**config.mk**
```make
export PLATFORM = sky130hd
export DESIGN_NAME = stable_oscillation_averager
export DESIGN_NICKNAME = d
export VERILOG_FILES = /design/src/rtl/core/soa_pkg.sv /design/src/rtl/core/soa_front.sv /design/src/rtl/core/soa_queue.sv /design/src/rtl/core/soa_divider.sv /design/src/rtl/core/stable_oscillation_averager.sv
export SDC_FILE = /design/constraint.sdc
export NUM_CORES = 1
export LEC_CHECK = 0
export BUFFER_PORTS_ARGS = -buffer_cell sky130_fd_sc_hd__buf_2
export CORE_ASPECT_RATIO = 0.6
export CORE_UTILIZATION = 40
export CTS_BUF_LIST = sky130_fd_sc_hd__clkbuf_4 sky130_fd_sc_hd__clkbuf_8
export DETAILED_ROUTE_END_ITERATION = 8
export PLACE_DENSITY_LB_ADDON = 0.3
export SLEW_MARGIN = 20
export SYNTH_ARGS = -nofsm -noshare
export SYNTH_HDL_FRONTEND = slang
export SYNTH_SLANG_ARGS = --single-unit
```
**constraint.sdc**
```tcl
create_clock -name clk -period 10.6 [get_ports clk]
set_clock_uncertainty 0.1 [all_clocks]
set_input_delay 0 -clock clk [delete_from_list [all_inputs] [get_ports clk]]
set_output_delay 0 -clock clk [all_outputs]
set_load 0.01 [all_outputs]
```
**src/rtl/core/soa_pkg.sv**
```systemverilog
// Shared types and constants for the stable oscillation averager.
// Used by the front, queue, divider and top-level modules; no dependencies.
package soa_pkg;

  localparam int SAMPLE_W  = 16;
  localparam int COUNT_W   = 16;
  localparam int SUM_W     = 32;
  localparam int AVG_W     = 24;
  localparam int FRAC_W    = 8;
  localparam int DIVD_W    = SUM_W + FRAC_W;
  localparam int DIV_STEPS = DIVD_W;
  localparam int STEP_W    = $clog2(DIV_STEPS + 1);

  localparam logic [COUNT_W-1:0] TURNS_RESET = 16'd8;
  localparam logic [AVG_W-1:0]   AVG_MAX_Q8  = 24'hFFFF00;
  localparam logic [COUNT_W-1:0] COUNT_MAX   = 16'hFFFF;

  // Direction and trend codes, two's complement of +1 / -1 / 0.
  localparam logic [1:0] DIR_FLAT = 2'b00;
  localparam logic [1:0] DIR_UP   = 2'b01;
  localparam logic [1:0] DIR_DOWN = 2'b11;

  typedef enum logic [2:0] {
    PH_FIRST  = 3'b001,
    PH_SECOND = 3'b010,
    PH_TRACK  = 3'b100
  } soa_phase_t;

  typedef enum logic [1:0] {
    DV_IDLE = 2'b01,
    DV_RUN  = 2'b10
  } soa_div_state_t;

  // One averaging job handed from the front to the divider.
  typedef struct packed {
    logic [SUM_W-1:0]   sum;
    logic [COUNT_W-1:0] divisor;
  } soa_job_t;

  // Status flags of a queue, read by its producer and its consumer.
  typedef struct packed {
    logic full;
    logic empty;
  } soa_q_status_t;

endpackage

```
**src/rtl/core/soa_front.sv**
```systemverilog
// Front part: takes speed samples, tracks direction, turns and trends,
// and pushes a finished sum and divisor into the job queue. Uses soa_pkg.
module soa_front (
  input  logic                        clk,
  input  logic                        rst_n,
  input  logic                        cfg_wr_en,
  input  logic [soa_pkg::COUNT_W-1:0] cfg_wr_data,
  input  logic                        in_valid,
  output logic                        in_stall,
  input  logic [soa_pkg::SAMPLE_W-1:0] in_speed_sample,
  input  soa_pkg::soa_q_status_t      q_status,
  output logic                        q_push,
  output soa_pkg::soa_job_t           q_job
);
  import soa_pkg::*;

  logic [COUNT_W-1:0]  turns_needed_r;
  soa_phase_t          phase_r, phase_nxt;
  logic [SAMPLE_W-1:0] last_sample_r, last_sample_nxt;
  logic [1:0]          direction_r, direction_nxt;
  logic [1:0]          valley_trend_r, valley_trend_nxt;
  logic [1:0]          peak_trend_r, peak_trend_nxt;
  logic [1:0]          joint_trend_r, joint_trend_nxt;
  logic                have_valley_r, have_valley_nxt;
  logic                have_peak_r, have_peak_nxt;
  logic [SAMPLE_W-1:0] last_valley_r, last_valley_nxt;
  logic [SAMPLE_W-1:0] last_peak_r, last_peak_nxt;
  logic [COUNT_W-1:0]  turn_count_r, turn_count_nxt;
  logic [SUM_W-1:0]    running_sum_r, running_sum_nxt;

  logic [SAMPLE_W-1:0] s;
  logic                accept;
  logic                rising;
  logic                turn;
  logic                other_seen;
  logic                steady;
  logic [COUNT_W-1:0]  divisor;
  logic [SUM_W-1:0]    job_sum;

  assign s        = in_speed_sample;
  assign in_stall = q_status.full;
  assign accept   = in_valid && !in_stall;
  assign rising   = s > last_sample_r;
  assign divisor  = (turns_needed_r == '0) ? COUNT_W'(1) : turns_needed_r;

  always_comb begin
    phase_nxt        = phase_r;
    last_sample_nxt  = last_sample_r;
    direction_nxt    = direction_r;
    valley_trend_nxt = valley_trend_r;
    peak_trend_nxt   = peak_trend_r;
    joint_trend_nxt  = joint_trend_r;
    have_valley_nxt  = have_valley_r;
    have_peak_nxt    = have_peak_r;
    last_valley_nxt  = last_valley_r;
    last_peak_nxt    = last_peak_r;
    turn_count_nxt   = turn_count_r;
    running_sum_nxt  = running_sum_r;
    turn             = 1'b0;
    other_seen       = 1'b0;
    steady           = 1'b0;
    q_push           = 1'b0;
    job_sum          = '0;

    // A sample equal to the previous one is dropped without a trace.
    if (accept && (s != last_sample_r)) begin
      last_sample_nxt = s;
      unique case (phase_r)
        PH_FIRST: begin
          phase_nxt = PH_SECOND;
        end
        PH_SECOND: begin
          direction_nxt = rising ? DIR_UP : DIR_DOWN;
          phase_nxt     = PH_TRACK;
        end
        PH_TRACK: begin
          if (rising && (direction_r != DIR_UP)) begin
            direction_nxt = DIR_UP;
            if (!have_valley_r) begin
              have_valley_nxt = 1'b1;
            end else begin
              valley_trend_nxt = (s > last_valley_r) ? DIR_UP :
                                 (s < last_valley_r) ? DIR_DOWN : DIR_FLAT;
              turn       = 1'b1;
              other_seen = have_peak_r;
            end
            last_valley_nxt = s;
          end else if (!rising && (direction_r != DIR_DOWN)) begin
            direction_nxt = DIR_DOWN;
            if (!have_peak_r) begin
              have_peak_nxt = 1'b1;
            end else begin
              peak_trend_nxt = (s > last_peak_r) ? DIR_UP :
                               (s < last_peak_r) ? DIR_DOWN : DIR_FLAT;
              turn       = 1'b1;
              other_seen = have_valley_r;
            end
            last_peak_nxt = s;
          end

          steady = ((peak_trend_nxt == DIR_UP) && (valley_trend_nxt == DIR_UP) &&
                    (joint_trend_r == DIR_UP)) ||
                   ((peak_trend_nxt == DIR_DOWN) && (valley_trend_nxt == DIR_DOWN) &&
                    (joint_trend_r == DIR_DOWN));

          if (turn) begin
            if (other_seen && !steady) begin
              if (turn_count_r != COUNT_MAX) begin
                turn_count_nxt = turn_count_r + COUNT_W'(1);
              end
              running_sum_nxt = running_sum_r + SUM_W'(s);
              if ((peak_trend_nxt == DIR_UP) && (valley_trend_nxt == DIR_UP)) begin
                joint_trend_nxt = DIR_UP;
              end else if ((peak_trend_nxt == DIR_DOWN) &&
                           (valley_trend_nxt == DIR_DOWN)) begin
                joint_trend_nxt = DIR_DOWN;
              end else begin
                joint_trend_nxt = DIR_FLAT;
              end
            end else begin
              turn_count_nxt  = '0;
              running_sum_nxt = '0;
            end
          end

          // Enough turns collected: hand the job off and rearm.
          if (turn_count_nxt >= divisor) begin
            q_push           = 1'b1;
            job_sum          = running_sum_nxt;
            phase_nxt        = PH_FIRST;
            last_sample_nxt  = '0;
            direction_nxt    = DIR_FLAT;
            valley_trend_nxt = DIR_FLAT;
            peak_trend_nxt   = DIR_FLAT;
            joint_trend_nxt  = DIR_FLAT;
            have_valley_nxt  = 1'b0;
            have_peak_nxt    = 1'b0;
            last_valley_nxt  = '0;
            last_peak_nxt    = '0;
            turn_count_nxt   = '0;
            running_sum_nxt  = '0;
          end
        end
        default: begin
          phase_nxt = PH_FIRST;
        end
      endcase
    end
  end

  // The pushed sum is the one before the rearm clears it.
  assign q_job.sum     = job_sum;
  assign q_job.divisor = divisor;

  always_ff @(posedge clk) begin
    if (!rst_n) begin
      turns_needed_r <= TURNS_RESET;
      phase_r        <= PH_FIRST;
      last_sample_r  <= '0;
      direction_r    <= DIR_FLAT;
      valley_trend_r <= DIR_FLAT;
      peak_trend_r   <= DIR_FLAT;
      joint_trend_r  <= DIR_FLAT;
      have_valley_r  <= 1'b0;
      have_peak_r    <= 1'b0;
      last_valley_r  <= '0;
      last_peak_r    <= '0;
      turn_count_r   <= '0;
      running_sum_r  <= '0;
    end else begin
      if (cfg_wr_en) begin
        turns_needed_r <= cfg_wr_data;
      end
      phase_r        <= phase_nxt;
      last_sample_r  <= last_sample_nxt;
      direction_r    <= direction_nxt;
      valley_trend_r <= valley_trend_nxt;
      peak_trend_r   <= peak_trend_nxt;
      joint_trend_r  <= joint_trend_nxt;
      have_valley_r  <= have_valley_nxt;
      have_peak_r    <= have_peak_nxt;
      last_valley_r  <= last_valley_nxt;
      last_peak_r    <= last_peak_nxt;
      turn_count_r   <= turn_count_nxt;
      running_sum_r  <= running_sum_nxt;
    end
  end

endmodule

```
**src/rtl/core/soa_queue.sv**
```systemverilog
// Short job queue between the front and the divider.
// Holds soa_job_t entries from soa_pkg; head entry is shown without a read delay.
module soa_queue #(
  parameter int DEPTH = 2
) (
  input  logic                   clk,
  input  logic                   rst_n,
  input  logic                   push,
  input  soa_pkg::soa_job_t      push_job,
  input  logic                   pop,
  output soa_pkg::soa_job_t      head_job,
  output soa_pkg::soa_q_status_t status
);
  import soa_pkg::*;

  localparam int PTR_W = (DEPTH > 1) ? $clog2(DEPTH) : 1;
  localparam int CNT_W = $clog2(DEPTH + 1);

  soa_job_t           entries_r [DEPTH];
  logic [PTR_W-1:0]   wr_ptr_r, wr_ptr_nxt;
  logic [PTR_W-1:0]   rd_ptr_r, rd_ptr_nxt;
  logic [CNT_W-1:0]   fill_r, fill_nxt;
  logic               do_push;
  logic               do_pop;

  assign status.full  = (fill_r == CNT_W'(DEPTH));
  assign status.empty = (fill_r == '0);
  assign do_push      = push && !status.full;
  assign do_pop       = pop && !status.empty;
  assign head_job     = entries_r[rd_ptr_r];

  always_comb begin
    wr_ptr_nxt = wr_ptr_r;
    rd_ptr_nxt = rd_ptr_r;
    fill_nxt   = fill_r;
    if (do_push) begin
      wr_ptr_nxt = (wr_ptr_r == PTR_W'(DEPTH - 1)) ? '0 : wr_ptr_r + PTR_W'(1);
    end
    if (do_pop) begin
      rd_ptr_nxt = (rd_ptr_r == PTR_W'(DEPTH - 1)) ? '0 : rd_ptr_r + PTR_W'(1);
    end
    if (do_push && !do_pop) begin
      fill_nxt = fill_r + CNT_W'(1);
    end else if (do_pop && !do_push) begin
      fill_nxt = fill_r - CNT_W'(1);
    end
  end

  always_ff @(posedge clk) begin
    if (!rst_n) begin
      wr_ptr_r <= '0;
      rd_ptr_r <= '0;
      fill_r   <= '0;
    end else begin
      wr_ptr_r <= wr_ptr_nxt;
      rd_ptr_r <= rd_ptr_nxt;
      fill_r   <= fill_nxt;
    end
  end

  always_ff @(posedge clk) begin
    if (do_push) begin
      entries_r[wr_ptr_r] <= push_job;
    end
  end

endmodule

```
**src/rtl/core/soa_divider.sv**
```systemverilog
// Back part: restoring divider for sum*256/divisor, one quotient bit a cycle,
// with saturation and the output register. Uses soa_pkg.
module soa_divider (
  input  logic                        clk,
  input  logic                        rst_n,
  input  soa_pkg::soa_q_status_t      q_status,
  input  soa_pkg::soa_job_t           q_job,
  output logic                        q_pop,
  output logic                        out_valid,
  input  logic                        out_stall,
  output logic [soa_pkg::AVG_W-1:0]   out_average_q8
);
  import soa_pkg::*;

  soa_div_state_t      state_r, state_nxt;
  logic [STEP_W-1:0]   step_r, step_nxt;
  logic [DIVD_W-1:0]   shreg_r, shreg_nxt;
  logic [COUNT_W-1:0]  rem_r, rem_nxt;
  logic [COUNT_W-1:0]  div_r, div_nxt;
  logic                out_valid_r, out_valid_nxt;
  logic [AVG_W-1:0]    out_avg_r, out_avg_nxt;

  logic [COUNT_W:0]    trial;
  logic                fits;
  logic                finished;
  logic                out_free;
  logic [AVG_W-1:0]    quot_sat;

  assign trial    = {rem_r, shreg_r[DIVD_W-1]};
  assign fits     = trial >= {1'b0, div_r};
  assign finished = (step_r == STEP_W'(DIV_STEPS));
  assign out_free = !out_valid_r || !out_stall;
  assign q_pop    = (state_r == DV_IDLE) && !q_status.empty;

  // Quotients above 0xFFFF00 (65535.0 in Q16.8) clamp to that value.
  assign quot_sat = ((|shreg_r[DIVD_W-1:AVG_W]) || (shreg_r[AVG_W-1:0] > AVG_MAX_Q8)) ?
                    AVG_MAX_Q8 : shreg_r[AVG_W-1:0];

  always_comb begin
    state_nxt     = state_r;
    step_nxt      = step_r;
    shreg_nxt     = shreg_r;
    rem_nxt       = rem_r;
    div_nxt       = div_r;
    out_valid_nxt = out_valid_r && out_stall;
    out_avg_nxt   = out_avg_r;

    unique case (state_r)
      DV_IDLE: begin
        if (q_pop) begin
          shreg_nxt = {q_job.sum, FRAC_W'(0)};
          div_nxt   = q_job.divisor;
          rem_nxt   = '0;
          step_nxt  = '0;
          state_nxt = DV_RUN;
        end
      end
      DV_RUN: begin
        if (!finished) begin
          rem_nxt   = fits ? COUNT_W'(trial - {1'b0, div_r}) : trial[COUNT_W-1:0];
          shreg_nxt = {shreg_r[DIVD_W-2:0], fits};
          step_nxt  = step_r + STEP_W'(1);
        end else if (out_free) begin
          out_valid_nxt = 1'b1;
          out_avg_nxt   = quot_sat;
          state_nxt     = DV_IDLE;
        end
      end
      default: begin
        state_nxt = DV_IDLE;
      end
    endcase
  end

  always_ff @(posedge clk) begin
    if (!rst_n) begin
      state_r     <= DV_IDLE;
      step_r      <= '0;
      out_valid_r <= 1'b0;
    end else begin
      state_r     <= state_nxt;
      step_r      <= step_nxt;
      out_valid_r <= out_valid_nxt;
    end
  end

  always_ff @(posedge clk) begin
    shreg_r   <= shreg_nxt;
    rem_r     <= rem_nxt;
    div_r     <= div_nxt;
    out_avg_r <= out_avg_nxt;
  end

  assign out_valid      = out_valid_r;
  assign out_average_q8 = out_avg_r;

endmodule

```
**src/rtl/core/stable_oscillation_averager.sv**
```systemverilog
// Stable oscillation averager: one speed item is accepted per cycle while the job
// queue has room. A closing item's average passes the queue, the 40 divider steps
// and the output register; the divider pops the next job only after it has loaded
// the last result into the output register, which out_stall can hold. Synchronous
// active-low reset clears all tracking state, empties the queue and loads
// turns_needed with 8.
module stable_oscillation_averager #(
  parameter int QUEUE_DEPTH = 2
) (
  input  logic        clk,
  input  logic        rst_n,
  input  logic        cfg_wr_en,
  input  logic [15:0] cfg_wr_data,
  input  logic        in_valid,
  output logic        in_stall,
  input  logic [15:0] in_speed_sample,
  output logic        out_valid,
  input  logic        out_stall,
  output logic [23:0] out_average_q8
);
  import soa_pkg::*;

  soa_job_t      push_job;
  soa_job_t      head_job;
  soa_q_status_t q_status;
  logic          q_push;
  logic          q_pop;

  soa_front u_front (
    .clk             (clk),
    .rst_n           (rst_n),
    .cfg_wr_en       (cfg_wr_en),
    .cfg_wr_data     (cfg_wr_data),
    .in_valid        (in_valid),
    .in_stall        (in_stall),
    .in_speed_sample (in_speed_sample),
    .q_status        (q_status),
    .q_push          (q_push),
    .q_job           (push_job)
  );

  soa_queue #(
    .DEPTH (QUEUE_DEPTH)
  ) u_queue (
    .clk      (clk),
    .rst_n    (rst_n),
    .push     (q_push),
    .push_job (push_job),
    .pop      (q_pop),
    .head_job (head_job),
    .status   (q_status)
  );

  soa_divider u_divider (
    .clk            (clk),
    .rst_n          (rst_n),
    .q_status       (q_status),
    .q_job          (head_job),
    .q_pop          (q_pop),
    .out_valid      (out_valid),
    .out_stall      (out_stall),
    .out_average_q8 (out_average_q8)
  );

endmodule
```
Yosys cells after proc, flatten, opt, wreduce, memory -nomap -nowiden
Memories as Yosys holds them, arrays and structs flattened. A register that Yosys moved wholly into a read port is not among the register bits.
Index checks and enable logic that the tools add are counted.
{ "word_totals": {"regBits": 234, "mem_bits_rw": 96, "in_bits": 37, "out_inout_bits": 26, "elab_cells": 202, "memories": 1} }
{ "mem_list": {"columns": ["name", "depth", "word_bits", "rd", "rd_clocked_by_memory_dff", "write_ports", "line", "rtl"], "rows": [
  ["u_queue.entries_r", 2, 48, 1, 1, 1, "soa_queue.sv:19", "soa_job_t entries_r [DEPTH];"]
]} }
{ "op_classes": {"add_sub_neg": 8, "magnitude_cmp": 8, "n_eq_ne": 24, "mux": 92, "reduce_logical": 46} }
{ "ops": {"columns": ["operator", "count"], "rows": [
  ["$mux W16", 17],
  ["$mux W32", 6],
  ["$mux W40", 2],
  ["$pmux W40 S2", 1],
  ["$mux W2", 29],
  ["$gt A16 B16 Y1", 3],
  ["$add A32 B16 Y32", 1],
  ["$lt A16 B16 Y1", 2],
  ["$pmux W16 S2", 1],
  ["$mux W1", 29],
  ["$gt A24 B24 Y1 const B", 1],
  ["$ge A17 B16 Y1", 1],
  ["$add A16 B1 Y16 const B", 1],
  ["$ge A16 B16 Y1", 1],
  ["$logic_not A16 Y1", 1],
  ["$ne A16 B16 Y1", 1],
  ["$ne A16 B16 Y1 const B", 1],
  ["$reduce_or A16 Y1", 1],
  ["$sub A16 B16 Y16", 1],
  ["$logic_and A1 B1 Y1", 15],
  ["$reduce_and A3 Y1", 5],
  ["$reduce_bool A2 Y1", 7],
  ["$mux W6", 2],
  ["$pmux W6 S2", 1],
  ["other kinds (21)", 48]
]} }

Longest topological paths before layout
{ "logic_depth": {"depth_word": 27, "mapped_depth": 28, "depth_no_buf": 24} }

Hierarchy
Synthesis repeated with hierarchy kept, for this count alone.
{ "hier_totals": {"cells_unflattened": 1671, "hier_area_um2": 17137.7} }
{ "by_module_without_submodules": {"columns": ["mod", "n_inst", "cells_per_inst", "area_each_um2", "seq_area_each_um2"], "rows": [
  ["soa_front", 1, 1013, 8234.1, 2502.4],
  ["soa_divider", 1, 484, 5206.2, 3062.9],
  ["soa_queue", 1, 174, 3697.3, 2982.9]
]} }

Worst setup path after synthesis
Ideal clock, no wire load.
{ "synth_timing": {"path_type": "reg2reg", "from": "register u_front.last_sample_r[1]", "to": "memory u_queue.entries_r[1][0] (netlist bit), enable pin", "setup_ns": 0.454, "arrival_ns": 6.544, "path_slack_ns": 3.502, "path_stages_with_launch": 25, "period_less_slack_ns": 7.098, "path_cell_list": "dfxtp_1 inv_1 ha_1 nor2b_1 o211ai_1 a2111oi_4 or4_4 and3_1 or3_1 mux2i_4 a21oi_2 buf_4 nor2_1 buf_2 nor2_1 ha_1 nand4_1 a211oi_1 a221oi_1 o21ai_0 a31o_2 nand2_1 clkbuf_1 clkbuf_1 nor2_1"} }
{ "synth_between": {"elab_chain_len": 24, "elab_cells_between_ends": 43} }
{ "synth_rtl": {"columns": ["element", "line", "rtl"], "rows": [
  ["from (decl)", "soa_front.sv:19", "logic [SAMPLE_W-1:0] last_sample_r, last_sample_nxt;"],
  ["from (signal assigned)", "soa_front.sv:175", "last_sample_r <= last_sample_nxt;"],
  ["$gt A16 B16 Y1", "soa_front.sv:43", "assign rising = s > last_sample_r;"],
  ["$logic_not A1 Y1", "soa_front.sv:88", "end else if (!rising && (direction_r != DIR_DOWN)) begin"],
  ["$logic_and A1 B1 Y1", "soa_front.sv:88", null],
  ["$mux W2", "soa_front.sv:88", null],
  ["$mux W2", "soa_front.sv:77", "if (rising && (direction_r != DIR_UP)) begin"],
  ["$mux W2", "soa_front.sv:68", "unique case (phase_r)"],
  ["$mux W2", "soa_front.sv:66", "if (accept && (s != last_sample_r)) begin"],
  ["$eq A2 B1 Y1 / $eq A2 B2 Y1 (equally long branches)", "soa_front.sv:101, soa_front.sv:103", null],
  ["[... 8 more ...]", null, null],
  ["$mux W16", "soa_front.sv:66", null],
  ["$ge A16 B16 Y1", "soa_front.sv:127", "if (turn_count_nxt >= divisor) begin"],
  ["$mux W1", "soa_front.sv:127", null],
  ["$mux W1", "soa_front.sv:68", null],
  ["$mux W1 *", "soa_front.sv:66", null],
  ["$logic_and A1 B1 Y1 *", "soa_queue.sv:28", "assign do_push = push && !status.full;"],
  ["$mux W1 *", "soa_queue.sv:62", "if (do_push) begin"],
  ["$mux W1 (not written as such) *", "soa_queue.sv:63", "entries_r[wr_ptr_r] <= push_job;"],
  ["to (decl)", "soa_queue.sv:19", null]
]} }
Mark *: on every way between the ends. The rest lies on a longest branch, timed or not. The select of a mux whose other input is x is not followed.

Final worst setup path
{ "layout_timing": {"from": "register u_front.last_sample_r[15]", "to": "register u_queue.fill_r[1]"} }
{ "layout_between": {"elab_chain_len": 25, "elab_cells_between_ends": 46} }
{ "layout_rtl": {"columns": ["element", "line", "rtl"], "rows": [
  ["$gt A16 B16 Y1", "soa_front.sv:43", null],
  ["$logic_not A1 Y1", "soa_front.sv:88", null],
  ["$logic_and A1 B1 Y1", "soa_front.sv:88", null],
  ["$mux W2", "soa_front.sv:88", null],
  ["$mux W2", "soa_front.sv:77", null],
  ["$mux W2", "soa_front.sv:68", null],
  ["$mux W2", "soa_front.sv:66", null],
  ["$eq A2 B1 Y1 / $eq A2 B2 Y1 (equally long branches)", "soa_front.sv:101, soa_front.sv:103", null],
  ["[... 10 more ...]", null, null],
  ["$mux W1", "soa_front.sv:127", null],
  ["$mux W1", "soa_front.sv:68", null],
  ["$mux W1 *", "soa_front.sv:66", null],
  ["$logic_and A1 B1 Y1 *", "soa_queue.sv:28", null],
  ["via u_queue.do_push", "soa_queue.sv:23", "logic do_push;"],
  ["$logic_not A1 Y1", "soa_queue.sv:44", "end else if (do_pop && !do_push) begin"],
  ["$logic_and A1 B1 Y1", "soa_queue.sv:44", null],
  ["$reduce_bool A2 Y1 (no line)", null, null],
  ["to (signal assigned)", "soa_queue.sv:57", "fill_r <= fill_nxt;"],
  ["to (decl)", "soa_queue.sv:22", "logic [CNT_W-1:0] fill_r, fill_nxt;"]
]} }
Mark *: on every way through the listed nets, which the timed path passes. The rest lies on a longest branch. The select of a mux whose other input is x is not followed.
A chain may end at the register's enable or synchronous reset.

==> implementation parameters <==
Parameter                              Value

Status
  Result of the run    complete, no violations

Clock network
  Total clock sinks    about 330
  CTS H-Tree Depth    2
  TritonCTS clock tree    done
  Cts bufs inserted    52
  Maximum root-to-sink buffer count    3
  Post-CTS Repair Setup Buffers    0
  CTS clk-pin slew, worst paths    60 ps
  Clock latency at the later pin of the worst-skew pair    roughly 600 ps
  Root buffer selected by CTS    clkbuf_8

Synth
  Area of the mapped netlist    approximately 17000 sq um
  Area contributors post-synth    edfxtp_1, dfxtp_1, ha_1
  Flip-flop cell with the highest count after synthesis    edfxtp_1
  Synthesized Nets    1755
  Yosys warning count    0
  Commonest cells in the synthesized netlist    edfxtp_1, dfxtp_1, nand2_1
  Cell with the most instances after synthesis    edfxtp_1
  Area share of the largest cell type after synthesis    34.17%
  Synthesized flop and latch total    roughly 330
  Synth area leader    edfxtp_1
  Synth unique cells    roughly 80
  Post-synthesis average cell area    about 10 sq um
  Number of enable-type register cells in the synthesized netlist    192
  Sequential share of the synthesized area    between 50% and 60%
  Synth async-reset ratio    0%
  Synthesized instance count    1614

Global route
  Grt met1 use    between 20 and 30%
  Global routing met2 resource utilization    a little over a quarter
  GRT Util Overall    between 10% and 20%
  Global routing usage on met3    ~3.5%
  Gr busiest metal    met1
  Largest net degree at the start of global routing    93
  Global-route wire length before repair    between 60000 and 70000 um
  Initial antenna violation count    0
  Leftover overflow at the end of global routing    0
  Number of global-route vias before repair    about 12000

Worst setup path
  Worst R2R End    u_queue.fill_r[1]$_SDFFE_PN0P_
  CP Data Arrival Time    between 7000 and 8000 ps
  Largest driver fanout on the critical path    29
  Critical R2R Launch    u_front.last_sample_r[15]$_SDFFE_PN0P_
  Slowest library cell on the worst path    nor4_2
  Most used cell along the critical path    ha_1
  Category of the worst setup path capture point    flip-flop
  Depth of the worst register-to-register path    22
  Number of buffers and inverters on the critical path    3
  Critical path class    reg2reg
  Setup crit start kind    flip-flop
  Delay contributed by the slowest stage of the critical path    around 680 ps
  Register-to-register setup slack    3220 ps
  Required time worst endpoint    about 11000 ps
  Family with the most delay on the worst path    simple AND/OR/NAND/NOR gates
  Chain of cells forming the critical path    inv_1 > ha_1 > nand4_4 > nor4_2 > nand3_1 > and2_1 > a31oi_1 > o2111a_1 > a21oi_2 > buf_4 > nor2_1 > nor2_1 > ha_1 > or3_1 > a221oi_1 > o21ai_0 > a31o_2 > nand2_1 > inv_1 > ha_1 > or3_1 > a21boi_0

STA
  Peak Freq    135.6 MHz
  Final slew viol count    0
  Worst Max-Slew Pin Slew    roughly 990 ps
  Post-layout minimum cycle time    around 7400 ps
  Setup TNS Final    0 ps
  RSZ-0062 raised after global routing    false
  Max-Slew Margin vs Limit    about a third
  Fin crit share    69.58%
  Total setup violations reported at the end of the flow    0
  Final hold violations    0
  Setup slack after layout    3224 ps

Placement
  Cell area after placement    between 15000 and 20000 sq um
  Setup Slack @ Placement    around 3000 ps
  PortBufs    a little over 60
  Routability cong.    just under 0.9
  Post-DP HPWL    approximately 27000 um

Die
  Area inside the core boundary    about 40000 sq um
  Effective utilization at floorplan    between 40% and 50%
  Num rows    57
  Overall die width    between 200 and 300 um
  Number of ports placed on the die boundary    63
  Full die area    43040 sq um
  Die height    ~160 um

Power
  Maximum vdd ir drop    0.2414 mV
  Leakage    just under 7 nW
  Overall power after layout    ~4 mW
  Power density of the placed cells    a little over 200 nW/um^2

Cells and area
  Number of nets in the layout    roughly 1900
  Post-layout instance area    just under 20000 sq um
  Proportion of layout cells with a drive suffix above 1    between 10% and 20%
  Antenna Cells    0
  Post-synthesis to final-layout area growth    14.80%

Min path
  Hold Crit Class    in2reg
  Hold Path Sink    u_divider.out_valid$_SDFF_PN0_
  Start point of the worst hold path    out_stall
  WHS Path Cells    4

Route
  First-pass DRT Iterations    5
  Final wirelength    39740 um
  Final routed DRC violation total    0
  Per-cell routed wire length    around 17 um
  Via count    12410
  Post-detailed-route via-to-cell ratio    between 5 and 6
  Starting DRC count in detailed routing    1044
  Antenna Violating Nets Remaining    0

Flow run
  Max-Cap Viols    0
==> sequential cells by signal (all words and copies together), names as in the netlist, named ones only <==
register and count:
u_front.valley_trend_r 2, u_front.last_sample_r 16, u_front.turns_needed_r 16, u_divider.rem_r 16, u_queue.fill_r 2, u_front.phase_r 3, u_front.joint_trend_r 2, u_front.have_valley_r 1
u_front.peak_trend_r 2, u_queue.wr_ptr_r 1, u_queue.rd_ptr_r 1, u_divider.shreg_r 40, u_divider.state_r 2, u_front.last_valley_r 16, u_front.last_peak_r 16, u_front.direction_r 2
u_divider.div_r 16, u_queue.entries_r 96, u_divider.out_valid 1, u_front.have_peak_r 1, u_divider.out_average_q8 24, u_front.running_sum_r 32, u_divider.step_r 6, u_front.turn_count_r 16
==> timing repair <==
action / 4_1_cts / 5_1_grt
hold endpoints to repair: 95 / 0
hold buffers: 51 / 0
endpoints found under the setup margin: 0 / 0
resized for setup: 0 / 0
==> metrics by stage <==
step	utilization [%]	hold slack [ps]	std cells
floorplan	-	30.38	1614
CTS	47.21	149.0	2320
detailed placement	43.09	170.0	2171
global placement	43.09	161.5	2171
finish	47.24	191.8	2320
global route	47.24	214.9	2320
==> final cells by class <==
class	instances	area (sq um)
multi-input cells	1108	7659
fillers	3739	21640
inverters	97	364.1
flip-flops and latches	331	8549
well taps	560	700.7
repair buffers	126	918.4
clock inverters	30	320.3
clock buffers	68	860.8
==> worst max-delay path by stage <==
stage | to | depth (start not counted) | slack [ps] | from
4_1_cts | u_front.last_peak_r[6]$_SDFFE_PN0P_ | 22 | 2970 | u_front.last_sample_r[15]$_SDFFE_PN0P_
3_5_place_dp | u_front.last_peak_r[6]$_SDFFE_PN0P_ | 22 | 2990 | u_front.last_sample_r[15]$_SDFFE_PN0P_
6_report | u_queue.fill_r[1]$_SDFFE_PN0P_ | 22 | 3220 | u_front.last_sample_r[15]$_SDFFE_PN0P_
2_1_floorplan | u_queue.entries_r[1][0]$_DFFE_PP_ | 24 | 3500 | u_front.last_sample_r[1]$_SDFFE_PN0P_
3_3_place_gp | u_front.last_peak_r[12]$_SDFFE_PN0P_ | 22 | 3500 | u_front.last_sample_r[15]$_SDFFE_PN0P_
5_1_grt | u_front.last_peak_r[2]$_SDFFE_PN0P_ | 22 | 2770 | u_front.last_sample_r[15]$_SDFFE_PN0P_
==> kinds of logic after synthesis <==
kind of cell               Yosys count  share of synthesized area (%)
AOI/OAI and AO/OA                  367                          14.63
xor gates and xnor gates            55                          2.855
adders and majority gates          104                          7.800
buffers and inverters              175                          4.248
DFF                                331                          50.66
muxes                               67                          4.167
and+or+nand+nor                    515                          15.64
==> report_power, final <==
group          total, mW  switching, mW  internal, mW
logic              0.982          0.609         0.373
registers           1.73          0.113          1.62
clock network       1.23          0.527         0.705
total               3.94           1.25          2.70
==> cells in the final DEF, fill, tap and decap left out, types with 18 or more instances in the layout <==
master	n
o21ai_0	89
xor2_1	25
buf_2	62
mux2i_1	50
edfxtp_1	192
nand2b_1	32
and2_1	43
dfxtp_1	138
nand3_1	25
xnor2_1	30
nor2b_1	82
nand4_1	19
a21oi_1	63
a21o_1	19
a22oi_1	64
dlygate4sd3_1	51
a31oi_1	32
inv_1	97
a22o_1	18
ha_1	101
nand2_1	124
nor2_1	106
clkbuf_8	56
==> tightest hold or removal path: cells and delay by family <==
kind | cells | cell delay [ps]
AND/OR/NAND/NOR | 1 | 90
AO/OA/AOI/OAI | 1 | 90
buffers and inverters | 2 | 660
==> layer usage <==
layer  vias up  wire, um  share of wire (%)
li1       6044         -                  -
met1      5982     20060                 50
met2       328     16590                 42
met3        55      2538                6.4
met4         0       545                1.4
met5         -         0                  0
No activity file was read; power rests on OpenSTA's default activity.
